$ cat src/hdl/lmls_pkg.sv
// Shared types, constants and the STAT flag function for the LCD mode/line sequencer.
`default_nettype none
package lmls_pkg;

    localparam int VISIBLE_LINES = 144;
    localparam int FINAL_LINE    = 153;
    localparam int MAX_RESULTS   = 16;
    localparam int CNT_W         = $clog2(MAX_RESULTS);

    localparam logic [1:0] MODE_HBLANK   = 2'd0;
    localparam logic [1:0] MODE_VBLANK   = 2'd1;
    localparam logic [1:0] MODE_SEARCH   = 2'd2;
    localparam logic [1:0] MODE_TRANSFER = 2'd3;

    localparam logic [1:0] KIND_TICK = 2'd0;
    localparam logic [1:0] KIND_LCDC = 2'd1;
    localparam logic [1:0] KIND_STAT = 2'd2;
    localparam logic [1:0] KIND_LYC  = 2'd3;

    localparam logic [7:0] SLOT_SEARCH   = 8'd40;
    localparam logic [7:0] SLOT_TRANSFER = 8'd86;
    localparam logic [7:0] SLOT_HBLANK   = 8'd102;
    localparam logic [7:0] SLOT_LINE     = 8'd228;
    localparam logic [7:0] SLOT_SPLIT_A  = 8'd28;
    localparam logic [7:0] SLOT_SPLIT_B  = 8'd200;

    localparam logic [7:0] LCDC_RESET = 8'h80;

    typedef enum logic [2:0] {
        OP_IDLE   = 3'd0,
        OP_RUN_ON = 3'd1,
        OP_RUN_OFF = 3'd2,
        OP_LCDC   = 3'd3,
        OP_STAT   = 3'd4,
        OP_LYC    = 3'd5
    } op_t;

    typedef struct packed {
        logic [7:0] line_count;
        logic [1:0] mode;
        logic       coincidence;
        logic [3:0] stat_en;
        logic [7:0] lcdc;
        logic [7:0] compare;
        logic       vblank;
        logic       stat_level;
    } lcd_state_t;

    typedef struct packed {
        logic stat_rise;
        logic vblank_rise;
        logic frame_begin;
        logic line_render;
        logic hdma_step;
    } lcd_flags_t;

    function automatic logic stat_flag(input lcd_state_t s);
        logic f;
        f = 1'b0;
        if (s.coincidence && s.stat_en[3]) f = 1'b1;
        if (s.mode == MODE_HBLANK && s.stat_en[0]) f = 1'b1;
        if (s.mode == MODE_VBLANK && s.stat_en[1]) f = 1'b1;
        if (s.mode == MODE_SEARCH && s.stat_en[2]) f = 1'b1;
        if (!s.lcdc[7]) f = 1'b0;
        return f;
    endfunction

endpackage
`default_nettype wire

$ cat src/hdl/lmls_step.sv
// One mode-machine step or register write applied to the LCD timing state.
`default_nettype none
module lmls_step (
    input  wire lmls_pkg::op_t        op,
    input  wire lmls_pkg::lcd_state_t st_in,
    input  wire logic [7:0]           value,
    input  wire logic                 hdma,
    input  wire logic                 color_mode,
    output lmls_pkg::lcd_state_t      st_out,
    output lmls_pkg::lcd_flags_t      flags,
    output logic [7:0]                cd_inc,
    output logic                      cd_set
);

    function automatic lmls_pkg::lcd_state_t recompute(input lmls_pkg::lcd_state_t s);
        lmls_pkg::lcd_state_t r;
        r = s;
        r.coincidence = (r.line_count == r.compare);
        r.stat_level  = lmls_pkg::stat_flag(r);
        return r;
    endfunction

    lmls_pkg::lcd_state_t s;
    lmls_pkg::lcd_flags_t fl;
    logic                 prev;
    logic                 entered;

    always_comb begin
        s       = st_in;
        fl      = '0;
        cd_inc  = '0;
        cd_set  = 1'b0;
        prev    = 1'b0;
        entered = 1'b0;
        case (op)
            lmls_pkg::OP_RUN_ON: begin
                case (s.mode)
                    lmls_pkg::MODE_HBLANK: begin
                        s.line_count = s.line_count + 8'd1;
                        s.mode = (s.line_count < 8'(lmls_pkg::VISIBLE_LINES)) ?
                                 lmls_pkg::MODE_SEARCH : lmls_pkg::MODE_VBLANK;
                        entered = 1'b1;
                    end
                    lmls_pkg::MODE_SEARCH: begin
                        s.mode = lmls_pkg::MODE_TRANSFER;
                        entered = 1'b1;
                    end
                    lmls_pkg::MODE_TRANSFER: begin
                        s.mode = lmls_pkg::MODE_HBLANK;
                        entered = 1'b1;
                    end
                    default: begin
                        if (s.line_count == 8'd0) begin
                            s.mode = lmls_pkg::MODE_SEARCH;
                            entered = 1'b1;
                        end
                    end
                endcase
                if (entered) begin
                    if (s.mode != lmls_pkg::MODE_VBLANK) s.vblank = 1'b0;
                    prev = s.stat_level;
                    s = recompute(s);
                    if (s.stat_level && !prev) fl.stat_rise = 1'b1;
                end
                case (s.mode)
                    lmls_pkg::MODE_SEARCH: begin
                        if (s.line_count == 8'd0) fl.frame_begin = 1'b1;
                        cd_inc = lmls_pkg::SLOT_SEARCH;
                    end
                    lmls_pkg::MODE_TRANSFER: begin
                        fl.line_render = 1'b1;
                        cd_inc = lmls_pkg::SLOT_TRANSFER;
                    end
                    lmls_pkg::MODE_HBLANK: begin
                        fl.hdma_step = hdma;
                        cd_inc = lmls_pkg::SLOT_HBLANK;
                    end
                    default: begin
                        if (!s.vblank) begin
                            cd_inc = lmls_pkg::SLOT_LINE;
                            s.vblank = 1'b1;
                            fl.vblank_rise = 1'b1;
                        end else begin
                            s.line_count = s.line_count + 8'd1;
                            if (s.line_count < 8'(lmls_pkg::FINAL_LINE)) begin
                                cd_inc = lmls_pkg::SLOT_LINE;
                            end else if (s.line_count == 8'(lmls_pkg::FINAL_LINE)) begin
                                cd_inc = lmls_pkg::SLOT_SPLIT_A;
                            end else begin
                                s.line_count = 8'd0;
                                cd_inc = lmls_pkg::SLOT_SPLIT_B;
                            end
                            prev = s.stat_level;
                            s = recompute(s);
                            if (s.stat_level && !prev) fl.stat_rise = 1'b1;
                        end
                    end
                endcase
            end
            lmls_pkg::OP_RUN_OFF: begin
                case (s.mode)
                    lmls_pkg::MODE_SEARCH: begin
                        s.mode = lmls_pkg::MODE_TRANSFER;
                        cd_inc = lmls_pkg::SLOT_TRANSFER;
                    end
                    lmls_pkg::MODE_TRANSFER: begin
                        s.mode = lmls_pkg::MODE_HBLANK;
                        cd_inc = lmls_pkg::SLOT_HBLANK;
                    end
                    default: begin
                        s.mode = lmls_pkg::MODE_SEARCH;
                        cd_inc = lmls_pkg::SLOT_SEARCH;
                    end
                endcase
                s.vblank = 1'b0;
                prev = s.stat_level;
                s = recompute(s);
                if (s.stat_level && !prev) fl.stat_rise = 1'b1;
                // hblank pass: advance the line after the STAT update
                if (st_in.mode == lmls_pkg::MODE_HBLANK) s.line_count = s.line_count + 8'd1;
            end
            lmls_pkg::OP_LCDC: begin
                s.lcdc = value;
                if (st_in.lcdc[7] != value[7]) begin
                    s.line_count = 8'd0;
                    s.mode = lmls_pkg::MODE_SEARCH;
                    s.vblank = 1'b0;
                    prev = s.stat_level;
                    s = recompute(s);
                    if (s.stat_level && !prev) fl.stat_rise = 1'b1;
                    cd_set = 1'b1;
                    fl.frame_begin = 1'b1;
                end
            end
            lmls_pkg::OP_STAT: begin
                s.stat_en = value[6:3];
                if (!color_mode && !s.mode[1]) begin
                    if (!s.stat_level) fl.stat_rise = 1'b1;
                    s.stat_level = 1'b1;
                end
                prev = s.stat_level;
                s = recompute(s);
                if (s.stat_level && !prev) fl.stat_rise = 1'b1;
            end
            lmls_pkg::OP_LYC: begin
                s.compare = value;
                prev = s.stat_level;
                s = recompute(s);
                if (s.stat_level && !prev) fl.stat_rise = 1'b1;
            end
            default: begin
            end
        endcase
        st_out = s;
        flags  = fl;
    end

endmodule
`default_nettype wire

$ cat src/hdl/lcd_mode_line_sequencer.sv
// Top level of the LCD mode/line sequencer: sequencer, shared countdown adder, output register.
//
//   channel  ports                       direction  handshake
//   s_       kind value cycles hdma      in         s_valid / s_ready
//   m_       line mode stat ... last     out        m_valid / m_ready
//   cfg_     cfg_wdata (color mode)      in         cfg_we, no wait
//
// A register write is accepted, then gives one result beat.
// A tick with k result beats runs: accept, a pass on the shared adder (ST_SUB) to
// subtract the elapsed cycles, then one beat per mode step, each step reusing the adder.
// s_ready is high only while no item is in work.
// A stalled m_ready holds the result register and pauses the step sequencer.
// aresetn is synchronous: LCDC resets to 0x80, other LCD state to zero; data regs not reset.
`default_nettype none
module lcd_mode_line_sequencer (
    input  wire logic       aclk,
    input  wire logic       aresetn,
    input  wire logic       cfg_we,
    input  wire logic       cfg_wdata,
    input  wire logic       s_valid,
    output logic            s_ready,
    input  wire logic [1:0] s_kind,
    input  wire logic [7:0] s_value,
    input  wire logic [7:0] s_cycles,
    input  wire logic       s_hdma_active,
    output logic            m_valid,
    input  wire logic       m_ready,
    output logic [7:0]      m_line,
    output logic [1:0]      m_mode,
    output logic [6:0]      m_stat_byte,
    output logic            m_stat_line,
    output logic            m_vblank_line,
    output logic            m_stat_irq_rise,
    output logic            m_vblank_irq_rise,
    output logic            m_frame_begin,
    output logic            m_line_render,
    output logic            m_hdma_step,
    output logic            m_last
);

    typedef enum logic [2:0] {
        ST_IDLE = 3'b001,
        ST_SUB  = 3'b010,
        ST_STEP = 3'b100
    } seq_state_t;

    seq_state_t                state_reg, state_next;
    lmls_pkg::lcd_state_t      lcd_reg;
    lmls_pkg::lcd_state_t      lcd_next;
    lmls_pkg::lcd_flags_t      flags;
    logic signed [15:0]        cd_reg;
    logic [lmls_pkg::CNT_W-1:0] n_reg;
    logic                      color_reg;
    logic [1:0]                kind_reg;
    logic [7:0]                value_reg;
    logic [7:0]                cycles_reg;
    logic                      hdma_reg;

    lmls_pkg::op_t             op;
    logic [7:0]                cd_inc;
    logic                      cd_set;
    logic signed [16:0]        add_b;
    logic signed [16:0]        sum;
    logic signed [15:0]        cd_sat;
    logic                      cd_due;
    logic                      out_free;
    logic                      emit;
    logic                      last_c;
    logic                      m_valid_reg;

    lmls_step u_step (
        .op         (op),
        .st_in      (lcd_reg),
        .value      (value_reg),
        .hdma       (hdma_reg),
        .color_mode (color_reg),
        .st_out     (lcd_next),
        .flags      (flags),
        .cd_inc     (cd_inc),
        .cd_set     (cd_set)
    );

    assign s_ready  = (state_reg == ST_IDLE);
    assign out_free = !m_valid_reg || m_ready;
    assign cd_due   = cd_reg[15] || (cd_reg == 16'sd0);

    always_comb begin
        op     = lmls_pkg::OP_IDLE;
        last_c = 1'b1;
        case (kind_reg)
            lmls_pkg::KIND_LCDC: op = lmls_pkg::OP_LCDC;
            lmls_pkg::KIND_STAT: op = lmls_pkg::OP_STAT;
            lmls_pkg::KIND_LYC:  op = lmls_pkg::OP_LYC;
            default: begin
                if (lcd_reg.lcdc[7]) begin
                    if (cd_due) op = lmls_pkg::OP_RUN_ON;
                end else if (cd_due) begin
                    op = lmls_pkg::OP_RUN_OFF;
                end
            end
        endcase
        if (state_reg == ST_SUB) begin
            add_b = -$signed({9'd0, cycles_reg});
        end else begin
            add_b = $signed({9'd0, cd_inc});
        end
        sum = $signed({cd_reg[15], cd_reg}) + add_b;
        if (sum[16] && !sum[15]) begin
            cd_sat = 16'sh8000;
        end else begin
            cd_sat = sum[15:0];
        end
        if (op == lmls_pkg::OP_RUN_ON) begin
            last_c = (!cd_sat[15] && cd_sat != 16'sd0) ||
                     (n_reg == lmls_pkg::CNT_W'(lmls_pkg::MAX_RESULTS - 1));
        end
    end

    assign emit = (state_reg == ST_STEP) && out_free;

    always_comb begin
        state_next = state_reg;
        case (state_reg)
            ST_IDLE: begin
                if (s_valid) state_next = (s_kind == lmls_pkg::KIND_TICK) ? ST_SUB : ST_STEP;
            end
            ST_SUB:  state_next = ST_STEP;
            ST_STEP: begin
                if (emit && last_c) state_next = ST_IDLE;
            end
            default: state_next = ST_IDLE;
        endcase
    end

    always_ff @(posedge aclk) begin
        if (!aresetn) begin
            state_reg   <= ST_IDLE;
            lcd_reg     <= '{line_count: 8'd0, mode: lmls_pkg::MODE_HBLANK, coincidence: 1'b0,
                             stat_en: 4'd0, lcdc: lmls_pkg::LCDC_RESET, compare: 8'd0,
                             vblank: 1'b0, stat_level: 1'b0};
            cd_reg      <= '0;
            n_reg       <= '0;
            color_reg   <= 1'b0;
            m_valid_reg <= 1'b0;
        end else begin
            state_reg <= state_next;
            if (cfg_we) color_reg <= cfg_wdata;
            if (state_reg == ST_SUB) begin
                cd_reg <= cd_sat;
                n_reg  <= '0;
            end
            if (emit) begin
                lcd_reg <= lcd_next;
                n_reg   <= n_reg + 1'b1;
                if (cd_set) begin
                    cd_reg <= 16'(lmls_pkg::SLOT_SEARCH);
                end else if (op == lmls_pkg::OP_RUN_ON || op == lmls_pkg::OP_RUN_OFF) begin
                    cd_reg <= cd_sat;
                end
                m_valid_reg <= 1'b1;
            end else if (m_ready) begin
                m_valid_reg <= 1'b0;
            end
        end
    end

    always_ff @(posedge aclk) begin
        if (s_valid && s_ready) begin
            kind_reg   <= s_kind;
            value_reg  <= s_value;
            cycles_reg <= s_cycles;
            hdma_reg   <= s_hdma_active;
        end
        if (emit) begin
            m_line            <= lcd_next.line_count;
            m_mode            <= lcd_next.mode;
            m_stat_byte       <= {lcd_next.stat_en, lcd_next.coincidence, lcd_next.mode};
            m_stat_line       <= lcd_next.stat_level;
            m_vblank_line     <= lcd_next.vblank;
            m_stat_irq_rise   <= flags.stat_rise;
            m_vblank_irq_rise <= flags.vblank_rise;
            m_frame_begin     <= flags.frame_begin;
            m_line_render     <= flags.line_render;
            m_hdma_step       <= flags.hdma_step;
            m_last            <= last_c;
        end
    end

    assign m_valid = m_valid_reg;

endmodule
`default_nettype wire

$ cat config.mk
export PLATFORM = sky130hd
export DESIGN_NAME = lcd_mode_line_sequencer
export DESIGN_NICKNAME = d
export VERILOG_FILES = /design/src/hdl/lmls_pkg.sv /design/src/hdl/lmls_step.sv /design/src/hdl/lcd_mode_line_sequencer.sv
export SDC_FILE = /design/constraint.sdc
export NUM_CORES = 1
export LEC_CHECK = 0
export BUFFER_PORTS_ARGS = -buffer_cell sky130_fd_sc_hd__buf_2
export CORE_UTILIZATION = 55
export CTS_CLUSTER_SIZE = 24
export DETAILED_ROUTE_END_ITERATION = 10
export PLACE_DENSITY = 0.74
export SETUP_SLACK_MARGIN = 0.05
export SLEW_MARGIN = 10
export SYNTH_ARGS = -nofsm -noshare
export SYNTH_HDL_FRONTEND = slang
export SYNTH_SLANG_ARGS = --single-unit
export TNS_END_PERCENT = 30
$ cat constraint.sdc
create_clock -name aclk -period 6.5 [get_ports aclk]
set_input_delay 0.325 -clock aclk [delete_from_list [all_inputs] [get_ports aclk]]
set_output_delay 0.325 -clock aclk [all_outputs]
set_load 0.02 [all_outputs]
**After elaboration in Yosys (flattened, before gate mapping)**

Cells that the tools add are included.

- Add/sub/neg operators: 5
- Divide/modulo/power cells: 0
- Equal/unequal tests: 31
- Shift operators: 0
- Muxes and demuxes: 109
- Bitwise operators: 5
- Multiply operators: 0
- Reductions and logical operators: 66
- Order comparisons: 2

Operators by type and width:

| operator | number |
|---|---|
| one-hot mux 33 bit (5 select lines) | 1 |
| 2-to-1 mux 33 bit | 3 |
| 2-to-1 mux 16 bit | 5 |
| 2-to-1 mux 8 bit | 10 |
| 2-to-1 mux 1 bit | 66 |
| logical AND 1 bit | 33 |
| == test 8 bit | 4 |
| 2-to-1 mux 31 bit | 1 |
| zero test 8 bit | 3 |
| one-hot mux 8 bit (3 select lines) | 1 |
| 2-to-1 mux 23 bit | 1 |
| one-hot mux 3 bit (3 select lines) | 2 |
| adder 16 x 17 -> 17 bit | 1 |
| 2-to-1 mux 17 bit | 1 |
| negation 8 -> 17 bit | 1 |
| adder 8 x 1 -> 8 bit, second input constant | 2 |
| == test 2 bit, second input constant | 8 |
| zero test 16 bit | 1 |
| < comparator 8 bit, second input constant | 2 |
| one-hot mux 8 bit (2 select lines) | 1 |
| nonzero test 16 bit | 1 |
| one-hot mux 7 bit (2 select lines) | 1 |
| 2-to-1 mux 2 bit | 6 |
| 2-to-1 mux 3 bit | 4 |
| 24 further kinds | 59 |

- Input port bits: 25
- Memory bits (read-only): 0
- Memories kept: 0
- Register bits after elaboration: 102
- Bits in latches: 0
- Memory bits (writable): 0

**Depth between registers and ports, before layout**

Gate-level depths: netlist of run 1.

- Word-level depth: 40
- Gate-level depth with buffers: 28
- Depth with buffers taken out: 26

**Cells and area by module**

A second synthesis of run 1 with hierarchy kept.

- Cell total of the unflattened synthesis: 882
- Area total of the unflattened synthesis: 7322.0 um^2

Modules (own cells, without submodules):

| module | times used | area an instance (um^2) | cells each |
|---|---|---|---|
| lcd_mode_line_sequencer | 1 | 4704.5 | 471 |
| lmls_step | 1 | 2617.5 | 411 |

**Worst setup path before layout of run 1**

OpenSTA, ideal clock, no wires.

- Path kind: register -> register
- Start: reg lcd_reg[25] (netlist bit)
- End: reg m_last, data pin
- Library setup time: 0.263 ns
- Arrival: 5.210 ns
- Path slack: 1.027 ns
- Stages on the path, launching flop included: 25
- Buffers on the path: 2
- Clock period less this slack: 5.473 ns
- Cells stage by stage: dfxtp_1 > buf_2 > inv_1 > ha_1 > or4b_1 > o22ai_1 > o31a_1 > buf_2 > mux2_2 > and4_4 > nor2_1 > nor2_1 > nand2_1 > o21ai_0 > a22o_1 > ha_1 > o21ai_0 > a31oi_1 > o211ai_1 > nand2_1 > a41oi_1 > xnor2_1 > nand4bb_1 > or4_1 > o21a_1

- Word-level cells in the longest chain between the ends: 21

RTL lines:

| item | line | text |
|---|---|---|
| start: declaration | lcd_mode_line_sequencer.sv:48 | `lmls_pkg::lcd_state_t lcd_reg;` |
| start signal: assignment | lcd_mode_line_sequencer.sv:138 | `lcd_reg <= '{line_count: 8'd0, mode: lmls_pkg::MODE_HBLANK, coincidence: 1'b0,` |
| start signal: assignment | lcd_mode_line_sequencer.sv:153 | `lcd_reg <= lcd_next;` |
| adder 8 x 1 -> 8 bit | lmls_step.sv:39 | `s.line_count = s.line_count + 8'd1;` |
| < comparator 8 bit | lmls_step.sv:40 | `s.mode = (s.line_count < 8'(lmls_pkg::VISIBLE_LINES)) ?` |
| 2-to-1 mux 2 bit | lmls_step.sv:40 |  |
| one-hot mux 2 bit (3 select lines) | lmls_step.sv:37 | `case (s.mode)` |
| 2-to-1 mux 2 bit | lmls_step.sv:35 | `case (op)` |
| inequality test 2 x 1 -> 1 bit | lmls_step.sv:60 | `if (s.mode != lmls_pkg::MODE_VBLANK) s.vblank = 1'b0;` |
| 2-to-1 mux 1 bit | lmls_step.sv:60 |  |
| 2-to-1 mux 23 bit | lmls_step.sv:59 | `if (entered) begin` |
| (+6 left out) | n/a |  |
| zero test 1 bit | lcd_mode_line_sequencer.sv:108 | `if (sum[16] && !sum[15]) begin` |
| logical AND 1 bit | lcd_mode_line_sequencer.sv:108 |  |
| 2-to-1 mux 16 bit * | lcd_mode_line_sequencer.sv:108 |  |
| nonzero test 16 bit / zero test 1 bit (equally long branches) | lcd_mode_line_sequencer.sv:114 | `last_c = (!cd_sat[15] && cd_sat != 16'sd0) \|\|` |
| logical AND 1 bit * | lcd_mode_line_sequencer.sv:114 |  |
| logical OR 1 bit * | lcd_mode_line_sequencer.sv:114 |  |
| 2-to-1 mux 1 bit * | lcd_mode_line_sequencer.sv:113 | `if (op == lmls_pkg::OP_RUN_ON) begin` |
| named net last_c | lcd_mode_line_sequencer.sv:68 | `logic last_c;` |
| end signal: assignment | lcd_mode_line_sequencer.sv:185 | `m_last <= last_c;` |
| end: declaration | lcd_mode_line_sequencer.sv:38 | `output logic m_last` |

Mark *: on every way through the listed nets, which the timed path passes. The select of a mux whose other input is x is not followed.
A chain may end at the register's enable or synchronous reset.

**Worst setup path in the final report of run 1**

- Start: reg lcd_reg[26] (netlist bit)
- End: reg state_reg[0]

- Word-level cells in the longest chain between the ends: 24

RTL lines:

| item | line | text |
|---|---|---|
| adder 8 x 1 -> 8 bit | lmls_step.sv:39 |  |
| < comparator 8 bit | lmls_step.sv:40 |  |
| 2-to-1 mux 2 bit | lmls_step.sv:40 |  |
| one-hot mux 2 bit (3 select lines) | lmls_step.sv:37 |  |
| 2-to-1 mux 2 bit | lmls_step.sv:35 |  |
| inequality test 2 x 1 -> 1 bit | lmls_step.sv:60 |  |
| 2-to-1 mux 1 bit | lmls_step.sv:60 |  |
| 2-to-1 mux 23 bit | lmls_step.sv:59 |  |
| (+9 left out) | n/a |  |
| nonzero test 16 bit / zero test 1 bit (equally long branches) | lcd_mode_line_sequencer.sv:114 |  |
| logical AND 1 bit * | lcd_mode_line_sequencer.sv:114 |  |
| logical OR 1 bit * | lcd_mode_line_sequencer.sv:114 |  |
| 2-to-1 mux 1 bit * | lcd_mode_line_sequencer.sv:113 |  |
| named net last_c | lcd_mode_line_sequencer.sv:68 |  |
| logical AND 1 bit * | lcd_mode_line_sequencer.sv:129 | `if (emit && last_c) state_next = ST_IDLE;` |
| inequality test 2 x 1 -> 1 bit (no line) * | n/a |  |
| AND reduction 2 bit (no line) * | n/a |  |
| end signal: assignment | lcd_mode_line_sequencer.sv:146 | `state_reg <= state_next;` |
| end: declaration | lcd_mode_line_sequencer.sv:47 | `seq_state_t state_reg, state_next;` |

Marks and branches as above.

==> out/metrics.cfg, run 1 <==
[placed_design]
dp.cells=934
hpwl_um=15000
placed_cell_area_um2=6930
pre_cts_slack_ns=0.348
gp_congestion=1.01
numPortBuffers=51

[routing]
firstDrtPassIters=5
viasPerCell=6.45
drtIter0Drc=717
num_vias=6124
wirelength_um=19700
final_antenna_net_count=0
wl_per_cell_um=20.8
drc=0

[synthesis]
synth_top_area_cell=edfxtp_1
synth-edff-count=42
seq_area_frac_synth=0.350
ys_seq_elements=93
syn_inst=760
yosysMostFrequentCell=nor2_1
syn-num-nets=811
synth.distinct_cells=83
mappedNetlistArea_um2=6510
async_flop_share=0
synth_top_area_frac=0.194
synth_flop_cell=dfxtp_1
avgSynthCellArea_um2=8.57
synthTopCellsByArea=edfxtp_1, dfxtp_1, xnor2_1, nor2_1, ha_1
synth_common_cells=nor2_1, nand2_1, dfxtp_1
yosysWarnings=0

[sta]
final.setup.worst_slack_ns=0.563
finalClockSkew_ns=0.00714
drv_slew=0
finalHoldViolCount=0
fin_crit_ns=5.94
setup_viol=0
min_period_over_period=0.913
rsz0062_at_grt=false
slew_headroom=0.366
tightest_slew_ns=0.951
fmax_mhz=168
fin_setup_tns_ns=0

[clock_network]
cts-htree-levels=3
clockBufferDepth=2
cts.reportedPaths.clkPinSlew_ns=0.07
clock_sinks=93
cts_made_buffers=9
cts_tree=done
clock-root-buffer=clkbuf_16
clk-insertion-delay-late_ns=0.35

[layout]
fin_nets=853
final_cells=950
final_area_um2=7270
drive_gt1_frac=0.155
area_growth_pct=11.6
antenna_cells=0
largest_register_ffs=26

[floorplan]
rows=39
die_area_um2=12300
pin_count=52
die_h_um=111
core_um2=11500
die-width_um=111
initial_core_util=0.568

[global_routing]
use_met1=0.475
grt_max_degree=48
overflow=0
antenna_found_initial=0
grt_use_met2=0.484
globalRouteMet3Util=0.0738
top_usage_layer=met2
grt_pass1_vias=5897
grt_use_total=0.330
grt_pass1_wl_um=31600

[power_and_ir_drop]
pwr-share-comb=0.102
ir_drop_mv=0.173
finalPower_uw=1360
clkPwrFrac=0.419
leakagePower_uw=0.00279
p_int_uw=1020
p_sw_frac=0.249
p_switching_uw=338
p_seq_frac=0.478
power_density_nw_per_um2=187

[run_status]
status=finished clean

[setup_path]
critPathCaptureType=flip-flop
cp.arrival_ns=6.18
crit_required_ns=6.75
rrSetupSlack_ns=0.56
crit_fanout=10
setup.worst_path.start_class=flip-flop
path_class=flip-flop to flip-flop

[job]
drv_cap=0

[min_path]
min_path_type=primary input to flip-flop

==> per-layer routing <==
| layer | part of all wire | wire length, µm | vias up |
|---|---|---|---|
| met3 | 0.098 | 1930 | 41 |
| met1 | 0.46 | 9050 | 2892 |
| met5 | 0 | 0 | - |
| li1 | - | - | 2877 |
| met2 | 0.42 | 8310 | 314 |
| met4 | 0.022 | 440 | 0 |
==> final timing paths <==
check,start,endpoint,cells past startpoint
max,lcd_reg[26],state_reg[0],21
min,s_value[5],value_reg[5],1
max reg2reg,lcd_reg[26],state_reg[0],21
min reg2reg,n_reg[3],n_reg[3],1
==> kinds of logic after synthesis <==
family,count (synthesis),synth area share
adder cells (fa/ha/maj),26,0.0511
XOR/XNOR,62,0.0857
flip-flops,93,0.350
AO/OA/AOI/OAI,207,0.221
multiplexers,12,0.0200
AND/OR/NAND/NOR,292,0.228
buffers and inverters,68,0.0442
==> power groups by stage <==
stage               registers [µW]  clock network, µW  logic (µW)
CTS                            650                576         137
finish                         651                570         139
floorplan                      653                  0        95.0
global route                   652                598         151
detailed placement             663                  0         136
global placement               662                  0         133
==> repair_timing <==
action                     in CTS  in global routing
setup endpoints to repair       0                 18
hold buffers                    0                  0
buffers inserted                0                  0
gates resized for setup         0                  6
hold endpoints to repair        0                  0
==> stage by stage <==
| stage | hold WS [ns] | util |
|---|---|---|
| final | 0.145 | 0.634 |
| after global routing | 0.139 | 0.634 |
| after CTS | 0.137 | 0.632 |
| after detailed placement | 0.468 | 0.604 |
| after global placement | 0.442 | 0.604 |
| after floorplan | 0.402 | - |
==> critical path, cell delays in order (launching register included) <==
cell and delay [ns]:
dfxtp_1 0.34, buf_4 0.20, ha_1 0.34, and4_1 0.27, nand3_1 0.24, xnor2_1 0.35
o2111a_1 0.36, a211oi_4 0.36, nor2_1 0.12, nor2_1 0.18, nand2_1 0.12, a221oi_1 0.35
a21oi_1 0.08, ha_1 0.40, o31ai_1 0.27, nor2_1 0.06, or4_1 0.46, a211oi_1 0.26
nand4bb_1 0.13, or4_1 0.54, o21a_1 0.25, a21o_1 0.17
==> final cells by class <==
type	instances	area, µm²
Clock buffer	11	233
Clock inverter	5	85.1
Fill cell	1019	4200
Inverter	25	93.8
Multi-Input combinational cell	599	3970
Sequential cell	93	2280
Tap cell	143	179
Timing Repair Buffer	74	428
==> cell usage in the layout, fill, tap and decap left out, drive strengths merged, types with 20 or more instances in the layout <==
cell type,count
nor2,92
buf,74
nand2,66
dfxtp,51
a21oi,49
edfxtp,42
o21ai,42
xnor2,42
ha,25
nor3,25
inv,24
xor2,20
Power figures use the tool's default switching activity.
==> run 2, diff against run 1 <==
PLACE_DENSITY = 0.71   (was 0.74)
==> run 2 against run 1 <==
  * Hold slack worse by 0.011 ns
  * Critical path depth unchanged
  * Die area is the same
  * Power fell by 3.6%
  * Sequential power barely moved
  * Fmax shrank 2.2%
  * Non-clock buffer count is 1 lower
  * Largest cell class unchanged
  * Clock skew grew 0.0012 ns
  * Global-route usage increased by 0.44 points
  * Sequential share of layout area increased by 0.20 points
  * Highest routed layer unchanged
  * Routed wire length is 0.79% higher
==> out/metrics.cfg, run 2 (same netlist as run 1, synthesis figures left out) <==
[routing]
wirelength_um=19900
num_vias=6177
viasPerCell=6.51
drc=0
firstDrtPassIters=6
final_antenna_net_count=0
drtIter0Drc=790
wl_per_cell_um=21.0

[power_and_ir_drop]
leakagePower_uw=0.00277
p_sw_frac=0.271
pwr-share-comb=0.104
clkPwrFrac=0.399
ir_drop_mv=0.294
p_switching_uw=355
p_int_uw=956
power_density_nw_per_um2=181
p_seq_frac=0.497

[run_status]
status=finished clean

[layout]
regArea_um2=2280
antenna_cells=0
fillers=1016
final_cell_mix=nor2_1, nand2_1, buf_2, a21oi_1, dfxtp_1
largest_register_ffs=26
drive_gt1_frac=0.155
area_growth_pct=11.0
fin_nets=852
final_util=0.630
multiInputGateArea_um2=3960
final_common_cell=nor2_1

[floorplan]
rows=39
die_h_um=111
initial_core_util=0.568
pin_count=52
die-width_um=111
core_um2=11500
die_area_um2=12300

[setup_path]
setup.worst_path.start_class=flip-flop
path_class=flip-flop to flip-flop
r2r_end=state_reg[0]
ff2ff_path_depth=21
rrSetupSlack_ns=0.43
critPathCaptureType=flip-flop
timing.rr.start=lcd_reg[26]
cp.arrival_ns=6.33
cp-startpoint=lcd_reg[26]
crit_fanout=11
crit_required_ns=6.76

[sta]
drv_slew=0
fin_crit_ns=6.07
finalHoldViolCount=0
fin_setup_tns_ns=0
setup_viol=0
rsz0062_at_grt=false
tightest_slew_ns=0.985
fmax_mhz=165
slew_headroom=0.342
min_period_over_period=0.934
finalClockSkew_ns=0.00831

[global_routing]
use_met1=0.481
antenna_found_initial=0
globalRouteMet3Util=0.0962
grt_pass1_wl_um=31700
grt_use_total=0.334
top_usage_layer=met1
grt_max_degree=49
grt_use_met2=0.473
overflow=0
grt_pass1_vias=5810

[placed_design]
numPortBuffers=51
hpwl_um=14800
gp_congestion=0.961

[clock_network]
clk-insertion-delay-late_ns=0.36
ctsHoldBuffers=0
clock-root-buffer=clkbuf_16
cts-htree-levels=3
clockBufferDepth=2
clock_sinks=93
cts.reportedPaths.clkPinSlew_ns=0.07
cts_made_buffers=9
cts_tree=done

[min_path]
min_to=value_reg[2]
whs_path_depth=1
hp-start=s_value[2]
min_path_type=primary input to flip-flop

[job]
drv_cap=0

-- run 2: cell count changes in the layout (fill, tap and decap cells not counted), sizes merged --
cell	change
inv	+1
clkbuf	-1
bufinv	-2
clkinvlp	+2
buf	-1
-- run 2: final cells by class --
type | count | area share
repair buffers | 73 | 0.0582
well taps | 143 | 0.0248
multi-input cells | 599 | 0.548
flip-flops and latches | 93 | 0.316
clock inverters | 6 | 0.00744
clock buffers | 10 | 0.0331
inverters | 25 | 0.0130
-- run 2: power groups by stage --
stage	registers (µW)	clock network (µW)	logic [µW]
after floorplan	653	0	95.0
after global placement	663	0	131
after detailed placement	664	0	133
after CTS	651	532	133
after global routing	653	551	148
final	652	523	136
-- run 2: worst max path at each step --
stage | slack (ns) | cells past startpoint | endpoint
finish | 0.43 | 21 | state_reg[0]
global route | 0.05 | 26 | state_reg[0]
CTS | 0.08 | 22 | cd_reg[6]
detailed placement | 0.14 | 22 | cd_reg[6]
global placement | 0.43 | 22 | cd_reg[3]
floorplan | 1.03 | 24 | m_last
-- run 2: stage by stage --
stage          std cells  hold slack [ns]  worst slack, ns  cell area [µm²]  power [µW]
2_1_floorplan        760            0.402             1.03             6510         748
3_3_place_gp         928            0.436            0.427             6880         794
3_5_place_dp         928            0.475            0.141             6880         797
4_1_cts              944            0.123           0.0808             7170        1320
5_1_grt              949            0.122           0.0486             7230        1350
6_report             949            0.134            0.429             7230        1310
-- run 2: timing repair --
item	CTS	global route
setup buffers	0	5
gates resized for setup	0	5
setup endpoints to repair	0	18
-- run 2: worst max-delay path: stages (launching register included) --
cell,delay [ns]
dfxtp_2,0.47
inv_1,0.12
ha_1,0.31
or4b_1,0.45
o22ai_1,0.29
o31a_1,0.31
buf_4,0.16
mux2_2,0.36
and4_4,0.22
nor2_1,0.14
buf_4,0.18
o31ai_1,0.08
a22oi_1,0.29
ha_1,0.33
a21oi_1,0.27
xnor2_1,0.16
or4_1,0.53
a211oi_1,0.24
nand4bb_1,0.13
or4_1,0.53
o21a_1,0.23
a21o_1,0.17
-- run 2: routing by layer --
metal	up-vias	wire length, µm
met2	349	8310
met5	-	0
li1	2866	-
met1	2912	8900
met3	50	2210
met4	0	475
==> run 3, diff against run 2 <==
CORE_ASPECT_RATIO = 0.7   (was unset)
==> run 3 against run 2 <==
  * Non-clock buffer count is 1 higher
  * Sequential cell count unchanged
  * Combinational power is 4% higher
  * Critical path depth increased by 2
  * Sequential power fell by 0.8%
  * Die area is essentially flat
  * Routed wire length up 0.86%
  * Largest cell class unchanged
  * Largest power group unchanged
==> out/metrics.cfg, run 3 (same netlist as run 1, synthesis figures left out) <==
[min_path]
min_to=value_reg[3]
hp-start=s_value[3]
whs_path_depth=1
min_path_type=primary input to flip-flop

[setup_path]
cp.arrival_ns=6.38
crit_fanout=7
setup.worst_path.start_class=flip-flop
crit_required_ns=6.75
ff2ff_path_depth=23
critPathCaptureType=flip-flop
timing.rr.start=lcd_reg[25]
path_class=flip-flop to flip-flop
r2r_end=state_reg[0]
rrSetupSlack_ns=0.37

[global_routing]
overflow=0
grt_max_degree=49
grt_use_total=0.337
antenna_found_initial=0
grt_pass1_wl_um=31200
grt_pass1_vias=5569

[clock_network]
clock-root-buffer=clkbuf_16
cts-htree-levels=3
clk-insertion-delay-late_ns=0.36
cts_made_buffers=9
ctsHoldBuffers=0
cts_tree=done
cts.reportedPaths.clkPinSlew_ns=0.08
clock_sinks=93
clockBufferDepth=2

[layout]
final_common_cell=nor2_1
area_growth_pct=11.1
fin_nets=853
multiInputGateArea_um2=3950
fillers=943
largest_register_ffs=26
regArea_um2=2280
drive_gt1_frac=0.151
antenna_cells=0
final_cell_mix=nor2_1, nand2_1, dfxtp_1, buf_2, a21oi_1
final_cells=960

[sta]
finalHoldViolCount=0
fin_crit_ns=6.13
tightest_slew_ns=1.09
drv_slew=0
setup_viol=0
finalClockSkew_ns=0.0182
fin_setup_tns_ns=0
rsz0062_at_grt=false
min_period_over_period=0.942
slew_headroom=0.264
final.setup.worst_slack_ns=0.374
fmax_mhz=163

[routing]
drc=0
drtIter0Drc=743
firstDrtPassIters=5
final_antenna_net_count=0
wl_per_cell_um=20.9
num_vias=6146
wirelength_um=20100
viasPerCell=6.40

[run_status]
status=finished clean

[floorplan]
die_h_um=93.1
initial_core_util=0.579
core_um2=11300
die-width_um=132
rows=32
pin_count=52
die_area_um2=12300

[power_and_ir_drop]
finalPower_uw=1310
ir_drop_mv=0.141
power_density_nw_per_um2=181
leakagePower_uw=0.00278

[placed_design]
pre_cts_slack_ns=0.521
dp.cells=944
gp_congestion=0.991
numPortBuffers=51
hpwl_um=15200

[job]
drv_cap=0

[run 3: cell count changes in the layout (fill, tap and decap cells not counted), moves of 2 or more]
| cell | previous run | this run |
|---|---|---|
| clkinvlp_4 | 3 | 0 |
| inv_6 | 0 | 3 |
| dfxtp_1 | 49 | 51 |
| dfxtp_2 | 2 | 0 |
[run 3: layer usage]
| metal | up-vias | GRT usage | share of wire |
|---|---|---|---|
| li1 | 2876 | - | - |
| met1 | 2903 | 0.508 | 0.47 |
| met2 | 340 | 0.463 | 0.39 |
| met3 | 27 | 0.104 | 0.12 |
| met4 | 0 | 0.0736 | 0.014 |
| met5 | - | 0 | 0 |
[run 3: worst max-delay path: stages, from the launching register on]
cell and delay (ns):
dfxtp_1 0.47, inv_1 0.08, ha_1 0.32, nand2_1 0.06, o21ai_0 0.16, ha_1 0.35
and2_1 0.22, a211oi_4 0.36, xor2_1 0.30, and4_4 0.33, nor2_1 0.08, nor2_1 0.20
nand2_1 0.12, a221oi_1 0.28, a21oi_1 0.08, ha_1 0.40, o31ai_1 0.27, nor2_1 0.05
or4_1 0.48, a211oi_1 0.29, nand4bb_1 0.15, or4_1 0.55, o21a_1 0.24, a21o_1 0.16
[run 3: where the power goes]
part	switching, µW	leakage, µW	internal [µW]
logic	89.6	0.00184	52.5
clock network	251	0.000144	270
registers	18.0	0.000794	629
[run 3: cell type report]
type,instances,share of cell area
clock buffer,9,0.0311
clock inverter,7,0.00882
inverter,25,0.0130
multi-input combinational,599,0.546
sequential,93,0.315
tap,153,0.0265
timing repair buffer,74,0.0591
[run 3: per-stage QoR]
step	hold WS, ns	util	area [µm²]
global route	0.123	0.643	7230
detailed placement	0.454	0.617	6940
global placement	0.437	0.617	6940
floorplan	0.402	-	6510
finish	0.132	0.643	7230
CTS	0.123	0.642	7230
[run 3: what timing repair did]
action / in CTS / in global routing
gates resized for setup: 0 / 1
setup buffers: 0 / 0
endpoints found under the hold margin: 0 / 0
setup endpoints to repair: 0 / 3
[run 3: how the worst max path moves through the flow]
stage / start / end / slack (ns) / depth (start not counted)
floorplan: lcd_reg[25] / m_last / 1.03 / 24
global placement: lcd_reg[25] / m_last / 0.62 / 20
detailed placement: lcd_reg[25] / state_reg[0] / 0.52 / 22
CTS: lcd_reg[25] / state_reg[0] / 0.47 / 22
global route: lcd_reg[25] / state_reg[2] / 0.06 / 24
finish: lcd_reg[25] / state_reg[0] / 0.37 / 23
